**config.mk**
```make
export PLATFORM = sky130hd
export DESIGN_NAME = json_token_lexer_unit
export DESIGN_NICKNAME = d
export VERILOG_FILES = /design/src/rtl/jtl_pkg.sv /design/src/rtl/json_token_lexer_unit.sv /design/src/rtl/jtl_lex.sv /design/src/rtl/jtl_outq.sv
export SDC_FILE = /design/constraint.sdc
export NUM_CORES = 1
export LEC_CHECK = 0
export BUFFER_PORTS_ARGS = -buffer_cell sky130_fd_sc_hd__buf_2
export CAP_MARGIN = 20
export CORE_ASPECT_RATIO = 0.6
export CORE_MARGIN = 8
export CORE_UTILIZATION = 25
export CTS_CLUSTER_SIZE = 14
export DETAILED_ROUTE_END_ITERATION = 10
export PLACE_DENSITY_LB_ADDON = 0.15
export SLEW_MARGIN = 30
export SYNTH_ARGS = -nofsm -noshare
export SYNTH_HDL_FRONTEND = slang
export SYNTH_SLANG_ARGS = --single-unit
```
**constraint.sdc**
```tcl
create_clock -name clk -period 4.4 [get_ports clk]
set_input_delay 0.88 -clock clk [delete_from_list [all_inputs] [get_ports clk]]
set_output_delay 0.88 -clock clk [all_outputs]
set_load 0.01 [all_outputs]
```
**src/rtl/jtl_pkg.sv**
```systemverilog
// shared types and constants for the json token lexer
// no dependencies; used by every module of the block
package jtl_pkg;

    localparam int POS_BITS_DEF = 32;
    localparam int QDEPTH       = 4;

    localparam logic [3:0] T_STRING = 4'd0;
    localparam logic [3:0] T_KEY    = 4'd1;
    localparam logic [3:0] T_NUMBER = 4'd2;
    localparam logic [3:0] T_TRUE   = 4'd3;
    localparam logic [3:0] T_FALSE  = 4'd4;
    localparam logic [3:0] T_NULL   = 4'd5;
    localparam logic [3:0] T_LBRK   = 4'd6;
    localparam logic [3:0] T_RBRK   = 4'd7;
    localparam logic [3:0] T_LBRC   = 4'd8;
    localparam logic [3:0] T_RBRC   = 4'd9;
    localparam logic [3:0] T_COMMA  = 4'd10;
    localparam logic [3:0] T_END    = 4'd11;

    localparam logic [1:0] E_ZERO    = 2'd0;
    localparam logic [1:0] E_STRAY   = 2'd1;
    localparam logic [1:0] E_KEYWORD = 2'd2;

    typedef struct packed {
        logic [3:0]  tok_type;
        logic [31:0] start;
        logic [31:0] length;
        logic [1:0]  end_kind;
        logic        last;
    } token_t;

    typedef struct packed {
        logic   v0;
        logic   v1;
        token_t tok0;
        token_t tok1;
    } lex_result_t;

    // keyword characters by kind (true, false, null) and index
    function automatic logic [7:0] kw_char(input logic [1:0] kk, input logic [2:0] idx);
        logic [7:0] ch;
        ch = 8'h00;
        case (kk)
            2'd0:
            begin
                case (idx)
                    3'd0: ch = "t";
                    3'd1: ch = "r";
                    3'd2: ch = "u";
                    3'd3: ch = "e";
                    default: ch = 8'h00;
                endcase
            end
            2'd1:
            begin
                case (idx)
                    3'd0: ch = "f";
                    3'd1: ch = "a";
                    3'd2: ch = "l";
                    3'd3: ch = "s";
                    3'd4: ch = "e";
                    default: ch = 8'h00;
                endcase
            end
            default:
            begin
                case (idx)
                    3'd0: ch = "n";
                    3'd1: ch = "u";
                    3'd2: ch = "l";
                    3'd3: ch = "l";
                    default: ch = 8'h00;
                endcase
            end
        endcase
        return ch;
    endfunction

endpackage

```
**src/rtl/json_token_lexer_unit.sv**
```systemverilog
// json token lexer top level: input register, lexer core, result queue
// depends on jtl_pkg, jtl_lex, jtl_outq
//
//  channel  valid      ready      payload
//  input    in_valid   in_ready   in_byte
//  output   out_valid  out_ready  token_type token_start token_length end_kind last_of_run
//
// one byte a cycle while the queue has room: a byte is registered, then decoded,
// and its zero to two tokens go into a four-entry queue once that queue has room
// a byte's first token shows on out_valid after the input register and the queue register
// two-token bytes are limited by the output, one token a cycle while out_ready is high
// in_ready drops while a byte waits for two free queue entries
// reset clears the lexer state, the position count and the queue
module json_token_lexer_unit #(
    parameter int POS_BITS = jtl_pkg::POS_BITS_DEF
) (
    input  logic        clk,
    input  logic        rst_n,
    input  logic        in_valid,
    output logic        in_ready,
    input  logic [7:0]  in_byte,
    output logic        out_valid,
    input  logic        out_ready,
    output logic [3:0]  token_type,
    output logic [31:0] token_start,
    output logic [31:0] token_length,
    output logic [1:0]  end_kind,
    output logic        last_of_run
);
    import jtl_pkg::*;

    logic        byte_valid_reg;
    logic [7:0]  byte_reg;
    logic        room, step;
    lex_result_t res;
    token_t      head_tok;

    assign step     = byte_valid_reg && room;
    assign in_ready = !byte_valid_reg || step;

    always_ff @(posedge clk or negedge rst_n)
    begin
        if (!rst_n)
            byte_valid_reg <= 1'b0;
        else if (in_ready)
            byte_valid_reg <= in_valid;
    end

    always_ff @(posedge clk)
    begin
        if (in_ready && in_valid)
            byte_reg <= in_byte;
    end

    jtl_lex #(
        .POS_BITS (POS_BITS)
    ) u_lex (
        .clk     (clk),
        .rst_n   (rst_n),
        .step    (step),
        .in_byte (byte_reg),
        .res     (res)
    );

    jtl_outq u_outq (
        .clk      (clk),
        .rst_n    (rst_n),
        .wr_en    (step),
        .wr_res   (res),
        .room     (room),
        .rd_valid (out_valid),
        .rd_ready (out_ready),
        .rd_tok   (head_tok)
    );

    assign token_type   = head_tok.tok_type;
    assign token_start  = head_tok.start;
    assign token_length = head_tok.length;
    assign end_kind     = head_tok.end_kind;
    assign last_of_run  = head_tok.last;

endmodule

```
**src/rtl/jtl_lex.sv**
```systemverilog
// lexer state and per-byte token decode for the json token lexer
// depends on jtl_pkg
module jtl_lex #(
    parameter int POS_BITS = jtl_pkg::POS_BITS_DEF
) (
    input  logic                clk,
    input  logic                rst_n,
    input  logic                step,
    input  logic [7:0]          in_byte,
    output jtl_pkg::lex_result_t res
);
    import jtl_pkg::*;

    typedef enum logic [7:0] {
        M_IDLE  = 8'b0000_0001,
        M_STR   = 8'b0000_0010,
        M_AFTER = 8'b0000_0100,
        M_KW    = 8'b0000_1000,
        M_INT   = 8'b0001_0000,
        M_FRAC  = 8'b0010_0000,
        M_EXP0  = 8'b0100_0000,
        M_EXPD  = 8'b1000_0000
    } mode_t;

    mode_t               mode_reg, mode_next;
    logic [1:0]          kind_reg, kind_next;
    logic [2:0]          idx_reg, idx_next;
    logic [POS_BITS-1:0] pos_reg, pos_next;
    logic [POS_BITS-1:0] begin_reg, begin_next;
    logic [POS_BITS-1:0] send_reg, send_next;

    function automatic logic [31:0] to32(input logic [POS_BITS-1:0] v);
        logic [POS_BITS+31:0] w;
        w = {32'b0, v};
        return w[31:0];
    endfunction

    function automatic token_t mk(input logic [3:0] ty, input logic [31:0] st,
                                  input logic [31:0] ln, input logic [1:0] ek);
        token_t t;
        t.tok_type = ty;
        t.start    = st;
        t.length   = ln;
        t.end_kind = ek;
        t.last     = 1'b0;
        return t;
    endfunction

    logic [7:0]          c;
    logic [POS_BITS-1:0] numlen, strlen;
    logic                is_dig, is_e;

    // between-token handling of the current byte
    mode_t               i_mode;
    logic                i_emit, i_restart, i_kw, i_begin;
    logic [POS_BITS-1:0] i_begin_val;
    logic [1:0]          i_kind;
    token_t              i_tok;

    assign c      = in_byte;
    assign numlen = pos_reg - begin_reg;
    assign strlen = send_reg - begin_reg;
    assign is_dig = (c >= "0") && (c <= "9");
    assign is_e   = (c == "e") || (c == "E");

    always_comb
    begin
        i_mode      = M_IDLE;
        i_emit      = 1'b0;
        i_restart   = 1'b0;
        i_kw        = 1'b0;
        i_begin     = 1'b0;
        i_begin_val = pos_reg;
        i_kind      = 2'd0;
        i_tok       = mk(T_END, to32(pos_reg), 32'd0, E_ZERO);
        if (c == " " || c == "\t" || c == "\n" || c == "\r")
        begin
            i_mode = M_IDLE;
        end
        else if (c == "\"")
        begin
            i_mode      = M_STR;
            i_begin     = 1'b1;
            i_begin_val = pos_reg + 1'b1;
        end
        else if (c == "t" || c == "f" || c == "n")
        begin
            i_mode  = M_KW;
            i_kw    = 1'b1;
            i_begin = 1'b1;
            i_kind  = (c == "t") ? 2'd0 : ((c == "f") ? 2'd1 : 2'd2);
        end
        else if (c == "-" || is_dig)
        begin
            i_mode  = M_INT;
            i_begin = 1'b1;
        end
        else if (c == "[" || c == "]" || c == "{" || c == "}" || c == ",")
        begin
            i_emit = 1'b1;
            case (c)
                "[":     i_tok = mk(T_LBRK, to32(pos_reg), 32'd1, E_ZERO);
                "]":     i_tok = mk(T_RBRK, to32(pos_reg), 32'd1, E_ZERO);
                "{":     i_tok = mk(T_LBRC, to32(pos_reg), 32'd1, E_ZERO);
                "}":     i_tok = mk(T_RBRC, to32(pos_reg), 32'd1, E_ZERO);
                default: i_tok = mk(T_COMMA, to32(pos_reg), 32'd1, E_ZERO);
            endcase
        end
        else
        begin
            i_emit    = 1'b1;
            i_restart = 1'b1;
            i_tok     = mk(T_END, to32(pos_reg), 32'd0, (c == 8'h00) ? E_ZERO : E_STRAY);
        end
    end

    logic [1:0] kk;
    logic [2:0] kw_len, idx, idx_inc;
    logic       do_idle, restart;

    assign kk      = (kind_reg == 2'd3) ? 2'd0 : kind_reg;
    assign kw_len  = (kk == 2'd1) ? 3'd5 : 3'd4;
    assign idx     = (idx_reg < kw_len) ? idx_reg : 3'd0;
    assign idx_inc = idx + 3'd1;

    always_comb
    begin
        mode_next  = mode_reg;
        kind_next  = kind_reg;
        idx_next   = idx_reg;
        begin_next = begin_reg;
        send_next  = send_reg;
        pos_next   = pos_reg + 1'b1;
        res.v0     = 1'b0;
        res.v1     = 1'b0;
        res.tok0   = i_tok;
        res.tok1   = i_tok;
        do_idle    = 1'b0;
        restart    = 1'b0;
        case (mode_reg)
            M_STR:
            begin
                if (c == "\"")
                begin
                    send_next = pos_reg;
                    mode_next = M_AFTER;
                end
                else if (c == 8'h00)
                begin
                    res.v0   = 1'b1;
                    res.tok0 = mk(T_STRING, to32(begin_reg), to32(numlen), E_ZERO);
                    do_idle  = 1'b1;
                end
            end
            M_AFTER:
            begin
                res.v0 = 1'b1;
                if (c == ":")
                begin
                    res.tok0  = mk(T_KEY, to32(begin_reg), to32(strlen), E_ZERO);
                    mode_next = M_IDLE;
                end
                else
                begin
                    res.tok0 = mk(T_STRING, to32(begin_reg), to32(strlen), E_ZERO);
                    do_idle  = 1'b1;
                end
            end
            M_KW:
            begin
                if (c == kw_char(kk, idx) && idx != 3'd0)
                begin
                    idx_next = idx_inc;
                    if (idx_inc == kw_len)
                    begin
                        res.v0    = 1'b1;
                        res.tok0  = mk(T_TRUE + {2'b00, kk}, to32(begin_reg),
                                       {29'b0, kw_len}, E_ZERO);
                        mode_next = M_IDLE;
                    end
                end
                else
                begin
                    restart  = 1'b1;
                    res.v0   = 1'b1;
                    res.tok0 = mk(T_END, to32(pos_reg), 32'd0, E_KEYWORD);
                end
            end
            M_INT:
            begin
                if (c == ".")
                    mode_next = M_FRAC;
                else if (is_e)
                    mode_next = M_EXP0;
                else if (!is_dig)
                begin
                    res.v0   = 1'b1;
                    res.tok0 = mk(T_NUMBER, to32(begin_reg), to32(numlen), E_ZERO);
                    do_idle  = 1'b1;
                end
            end
            M_FRAC:
            begin
                if (is_e)
                    mode_next = M_EXP0;
                else if (!is_dig)
                begin
                    res.v0   = 1'b1;
                    res.tok0 = mk(T_NUMBER, to32(begin_reg), to32(numlen), E_ZERO);
                    do_idle  = 1'b1;
                end
            end
            M_EXP0:
            begin
                if (is_dig || c == "+" || c == "-")
                    mode_next = M_EXPD;
                else
                begin
                    res.v0   = 1'b1;
                    res.tok0 = mk(T_NUMBER, to32(begin_reg), to32(numlen), E_ZERO);
                    do_idle  = 1'b1;
                end
            end
            M_EXPD:
            begin
                if (!is_dig)
                begin
                    res.v0   = 1'b1;
                    res.tok0 = mk(T_NUMBER, to32(begin_reg), to32(numlen), E_ZERO);
                    do_idle  = 1'b1;
                end
            end
            default:
            begin
                do_idle = 1'b1;
            end
        endcase

        if (do_idle)
        begin
            mode_next = i_mode;
            restart   = i_restart;
            if (i_begin)
                begin_next = i_begin_val;
            if (i_kw)
            begin
                kind_next = i_kind;
                idx_next  = 3'd1;
            end
            if (i_emit)
            begin
                if (res.v0)
                    res.v1 = 1'b1;
                else
                    res.v0 = 1'b1;
            end
        end

        // last flag goes on the final item of this byte
        res.tok0.last = res.v0 && !res.v1;
        res.tok1.last = res.v1;

        if (restart)
        begin
            mode_next  = M_IDLE;
            kind_next  = 2'd0;
            idx_next   = 3'd0;
            pos_next   = '0;
            begin_next = '0;
            send_next  = '0;
        end
    end

    always_ff @(posedge clk or negedge rst_n)
    begin
        if (!rst_n)
        begin
            mode_reg  <= M_IDLE;
            kind_reg  <= 2'd0;
            idx_reg   <= 3'd0;
            pos_reg   <= '0;
            begin_reg <= '0;
            send_reg  <= '0;
        end
        else if (step)
        begin
            mode_reg  <= mode_next;
            kind_reg  <= kind_next;
            idx_reg   <= idx_next;
            pos_reg   <= pos_next;
            begin_reg <= begin_next;
            send_reg  <= send_next;
        end
    end

endmodule

```
**src/rtl/jtl_outq.sv**
```systemverilog
// small result queue taking up to two tokens a cycle, handing out one while rd_ready is high
// depends on jtl_pkg
module jtl_outq (
    input  logic                 clk,
    input  logic                 rst_n,
    input  logic                 wr_en,
    input  jtl_pkg::lex_result_t wr_res,
    output logic                 room,
    output logic                 rd_valid,
    input  logic                 rd_ready,
    output jtl_pkg::token_t      rd_tok
);
    import jtl_pkg::*;

    localparam int PTR_W = $clog2(QDEPTH);
    localparam int CNT_W = $clog2(QDEPTH + 1);

    token_t             entry_reg [QDEPTH];
    logic [PTR_W-1:0]   head_reg, head_next;
    logic [PTR_W-1:0]   tail_reg, tail_next;
    logic [CNT_W-1:0]   cnt_reg, cnt_next;
    logic [PTR_W-1:0]   tail_inc;
    logic               push0, push1, pop;

    function automatic logic [PTR_W-1:0] ptr_inc(input logic [PTR_W-1:0] p);
        return (p == PTR_W'(QDEPTH - 1)) ? '0 : p + 1'b1;
    endfunction

    assign push0    = wr_en && wr_res.v0;
    assign push1    = wr_en && wr_res.v1;
    assign rd_valid = (cnt_reg != '0);
    assign rd_tok   = entry_reg[head_reg];
    assign pop      = rd_valid && rd_ready;
    assign room     = (cnt_reg <= CNT_W'(QDEPTH - 2));
    assign tail_inc = ptr_inc(tail_reg);

    always_comb
    begin
        head_next = pop ? ptr_inc(head_reg) : head_reg;
        tail_next = tail_reg;
        if (push1)
            tail_next = ptr_inc(tail_inc);
        else if (push0)
            tail_next = tail_inc;
        cnt_next = cnt_reg + CNT_W'(push0) + CNT_W'(push1) - CNT_W'(pop);
    end

    always_ff @(posedge clk or negedge rst_n)
    begin
        if (!rst_n)
        begin
            head_reg <= '0;
            tail_reg <= '0;
            cnt_reg  <= '0;
        end
        else
        begin
            head_reg <= head_next;
            tail_reg <= tail_next;
            cnt_reg  <= cnt_next;
        end
    end

    always_ff @(posedge clk)
    begin
        if (push0)
            entry_reg[tail_reg] <= wr_res.tok0;
        if (push1)
            entry_reg[tail_inc] <= wr_res.tok1;
    end

endmodule

```
==> out/metrics.csv <==
stage,metric,value,unit
global_routing,All-Layer GR Usage,0.183,
floorplanning,Rows,88,
yosys,Netlist cell types,95,
status,outcome,"complete, no violations",
power,Pleak,10.6,nW
floorplanning,Initial Utilization,0.251,
timing,hold_ws,0.266,ns
yosys,most area-hungry cell type in the Yosys netlist,edfxtp_1,
global_routing,initial antenna violation count,6,
finish,most frequent cells in the layout,"nor2_1, nand2_1, o21ai_0",
clocking,cts hold-fix bufs,0,
yosys,Yosys top cell area share,0.204,
yosys,synthesized area,24100,µm²
setup_path,R2R setup slack,0.09,ns
floorplanning,die width,417,µm
timing,max-slew headroom at the worst pin,0.262,
finish,"commonest non-fill, non-tap cell in the layout",nor2_1,
clocking,CTS Buf Count,46,
finish,Post-Layout Cell Count,3838,
yosys,Synth Register Bits,409,
yosys,post-synthesis cell count,2464,
timing,post-layout minimum cycle time,4.31,ns
drt,Routed Antenna Nets,0,
global_routing,number of global-route vias before repair,20000,
global_routing,grt ovf,0,
timing,Worst Tran Pin Value,1.09,ns
yosys,Avg Inst Size Synth,9.77,µm²
setup_path,critical path type,register to register,
placement,placed cell count,3755,
drt,DR vias,21100,
timing,Final Cycle Share,0.979,
clocking,CTS root buffer,clkbuf_16,
global_routing,met1 Track Usage GR,0.284,
setup_path,worst r2r path cells,12,
floorplanning,DIE AREA,107000,µm²
timing,Worst Slack Setup Final,0.0923,ns
yosys,ys async rst share,0.286,
placement,post-DP HPWL,74.7,mm
yosys,number of flops mapped to enable cells by yosys,164,
setup_path,"critical path fanouts, max",10,
yosys,synth warn,0,
finish,fraction of layout instances using a drive strength above 1,0.170,
setup_path,CP max stage cell,edfxtp_1,
power,peak supply drop,0.000295,V
clocking,htree depth,2,
timing,Slew Limit Fails,0,
power,power per standard cell area,554,nW/µm²
clocking,Clock Sinks,409,
placement,Setup WS pre-CTS,0.0208,ns
setup_path,CP max stage delay,0.63,ns
global_routing,M3 GR Usage,0.0476,
setup_path,CP startpoint kind,register,
setup_path,critical path's most frequent cell,fa_1,
drt,DR pass1 iterations,5,
drt,DR DRC count,0,
global_routing,first-pass GRT wire length,147,mm
finish,Layout area overhead,16.7,%
global_routing,largest net degree at the start of global routing,57,
timing,final setup violation count,0,
setup_path,crit-path cells,nor4b_4 -> nand2_1 -> o31ai_4 -> o211a_1 -> a211oi_2 -> o21bai_4 -> or2_1 -> inv_2 -> ha_1 -> fa_1 -> inv_1 -> fa_1,
global_routing,met2 usage,0.254,
setup_path,CP required,4.87,ns
drt,Routed wire per std cell,26.6,µm
yosys,"Top FF cell, synth",edfxtp_1,
setup_path,Crit path max-delay family,compound AO/OA/AOI/OAI gates,
setup_path,Worst Setup End Kind,register,
drt,routed vias/inst,5.50,
floorplanning,Core ar.,95800,µm²
setup_path,Buf/Inv on CP,2,
setup_path,RR Endpoint,u_outq.cnt_reg[1],
global_routing,GRT Max-Usage Layer,met1,
timing,Hold Fails Final Rpt,0,
job,max-capacitance violation count,0,
yosys,Syn Nets,2561,
yosys,sequential area share after synthesis,0.432,
clocking,clk buf depth,3,
setup_path,reg-to-reg critical path startpoint,byte_reg[5],
floorplanning,number of I/O pins,85,
drt,Initial DRC Count,2404,
timing,RSZ-0062 raised after global routing,no,
floorplanning,Die Height,256,µm
finish,nets,2644,
placement,Routability Congestion,0.969,
timing,Clock Skew,0.0374,ns
yosys,"top cells by area, synth","edfxtp_1, dfrtp_1, dfxtp_1",
clocking,clk slew on worst S/H paths,0.06,ns
min_path,HP Class,primary input to asynchronous set/reset pin,
placement,I/O Buffers,84,
drt,Routed WL,102,mm
setup_path,CP arrival,4.78,ns
timing,maximum clock rate,232,MHz
finish,max reg flops,284,
clocking,Clock Latency Late Sink,0.63,ns
finish,Filler cells,10000,
clocking,CTS tree,built,
cells in the mapped netlist (52+ instances only):
cell type  number
mux4_2         71
nor3_1         99
dfxtp_1       128
a22o_1         66
buf_2          69
a21oi_1       126
clkbuf_1      104
edfxtp_1      164
dfrtp_1       116
ha_1           81
inv_1          81
nand3_1        52
nor2_1        212
o21ai_0       200
nand2_1       207
layout make-up:
class | count | area (µm²) | share of cell area
antenna | 1 | 2.50 | 0.0000890
clock buffer | 66 | 1290 | 0.0459
clock inverter | 12 | 116 | 0.00414
inverter | 83 | 312 | 0.0111
multi-input combinational | 1774 | 12600 | 0.449
sequential | 409 | 10400 | 0.371
tap | 1260 | 1580 | 0.0561
timing repair buffer | 233 | 1780 | 0.0633
worst max path at each step:
stage,from,end,slack (ns),cells after the start
global placement,u_lex.idx_reg[2],u_outq.cnt_reg[1],-0.04,15
global route,u_lex.kind_reg[1],u_outq.cnt_reg[1],0.002,14
finish,byte_reg[5],u_outq.cnt_reg[1],0.09,12
floorplan,u_lex.idx_reg[1],u_outq.entry_reg[1][0],0.005,13
detailed placement,u_lex.idx_reg[2],u_outq.cnt_reg[1],0.02,15
CTS,byte_reg[5],u_outq.entry_reg[0][45],0.07,11
per-layer routing:
layer	up-vias	wire, µm
met1	10600	50500
met3	95	9540
li1	9453	-
met2	961	40800
met5	-	0
met4	0	1340
kinds of logic (layout without fill, tap and decap cells):
group,count (synthesis),count (layout),share of synthesized area
adder cells (fa/ha/maj),85,85,0.0454
AO/OA/AOI/OAI,766,766,0.217
XOR/XNOR,91,91,0.0331
multiplexers,85,85,0.0725
AND/OR/NAND/NOR,747,747,0.151
buffers and inverters,281,394,0.0486
other,0,1,0
flip-flops,409,409,0.432
power by group:
group / internal [mW] / switching [mW]
registers: 5.07 / 0.567
clock network: 2.10 / 1.73
logic: 2.50 / 3.61
metrics by stage:
stage          TNS (ns)  cell area (µm²)  power [mW]   util
3_3_place_gp    -0.0439            26600        11.8  0.278
2_1_floorplan         0            24100        9.31      -
6_report              0            28100        15.6  0.293
4_1_cts               0            28100        15.8  0.293
5_1_grt               0            28100        16.5  0.293
3_5_place_dp          0            26600        11.9  0.278
repair_timing:
action,4_1_cts,5_1_grt
pin swaps,0,2
resized for setup,1,3
buffers inserted,0,4
setup endpoints to repair,13,106
Note: power is estimated with default switching activity, not from simulation.
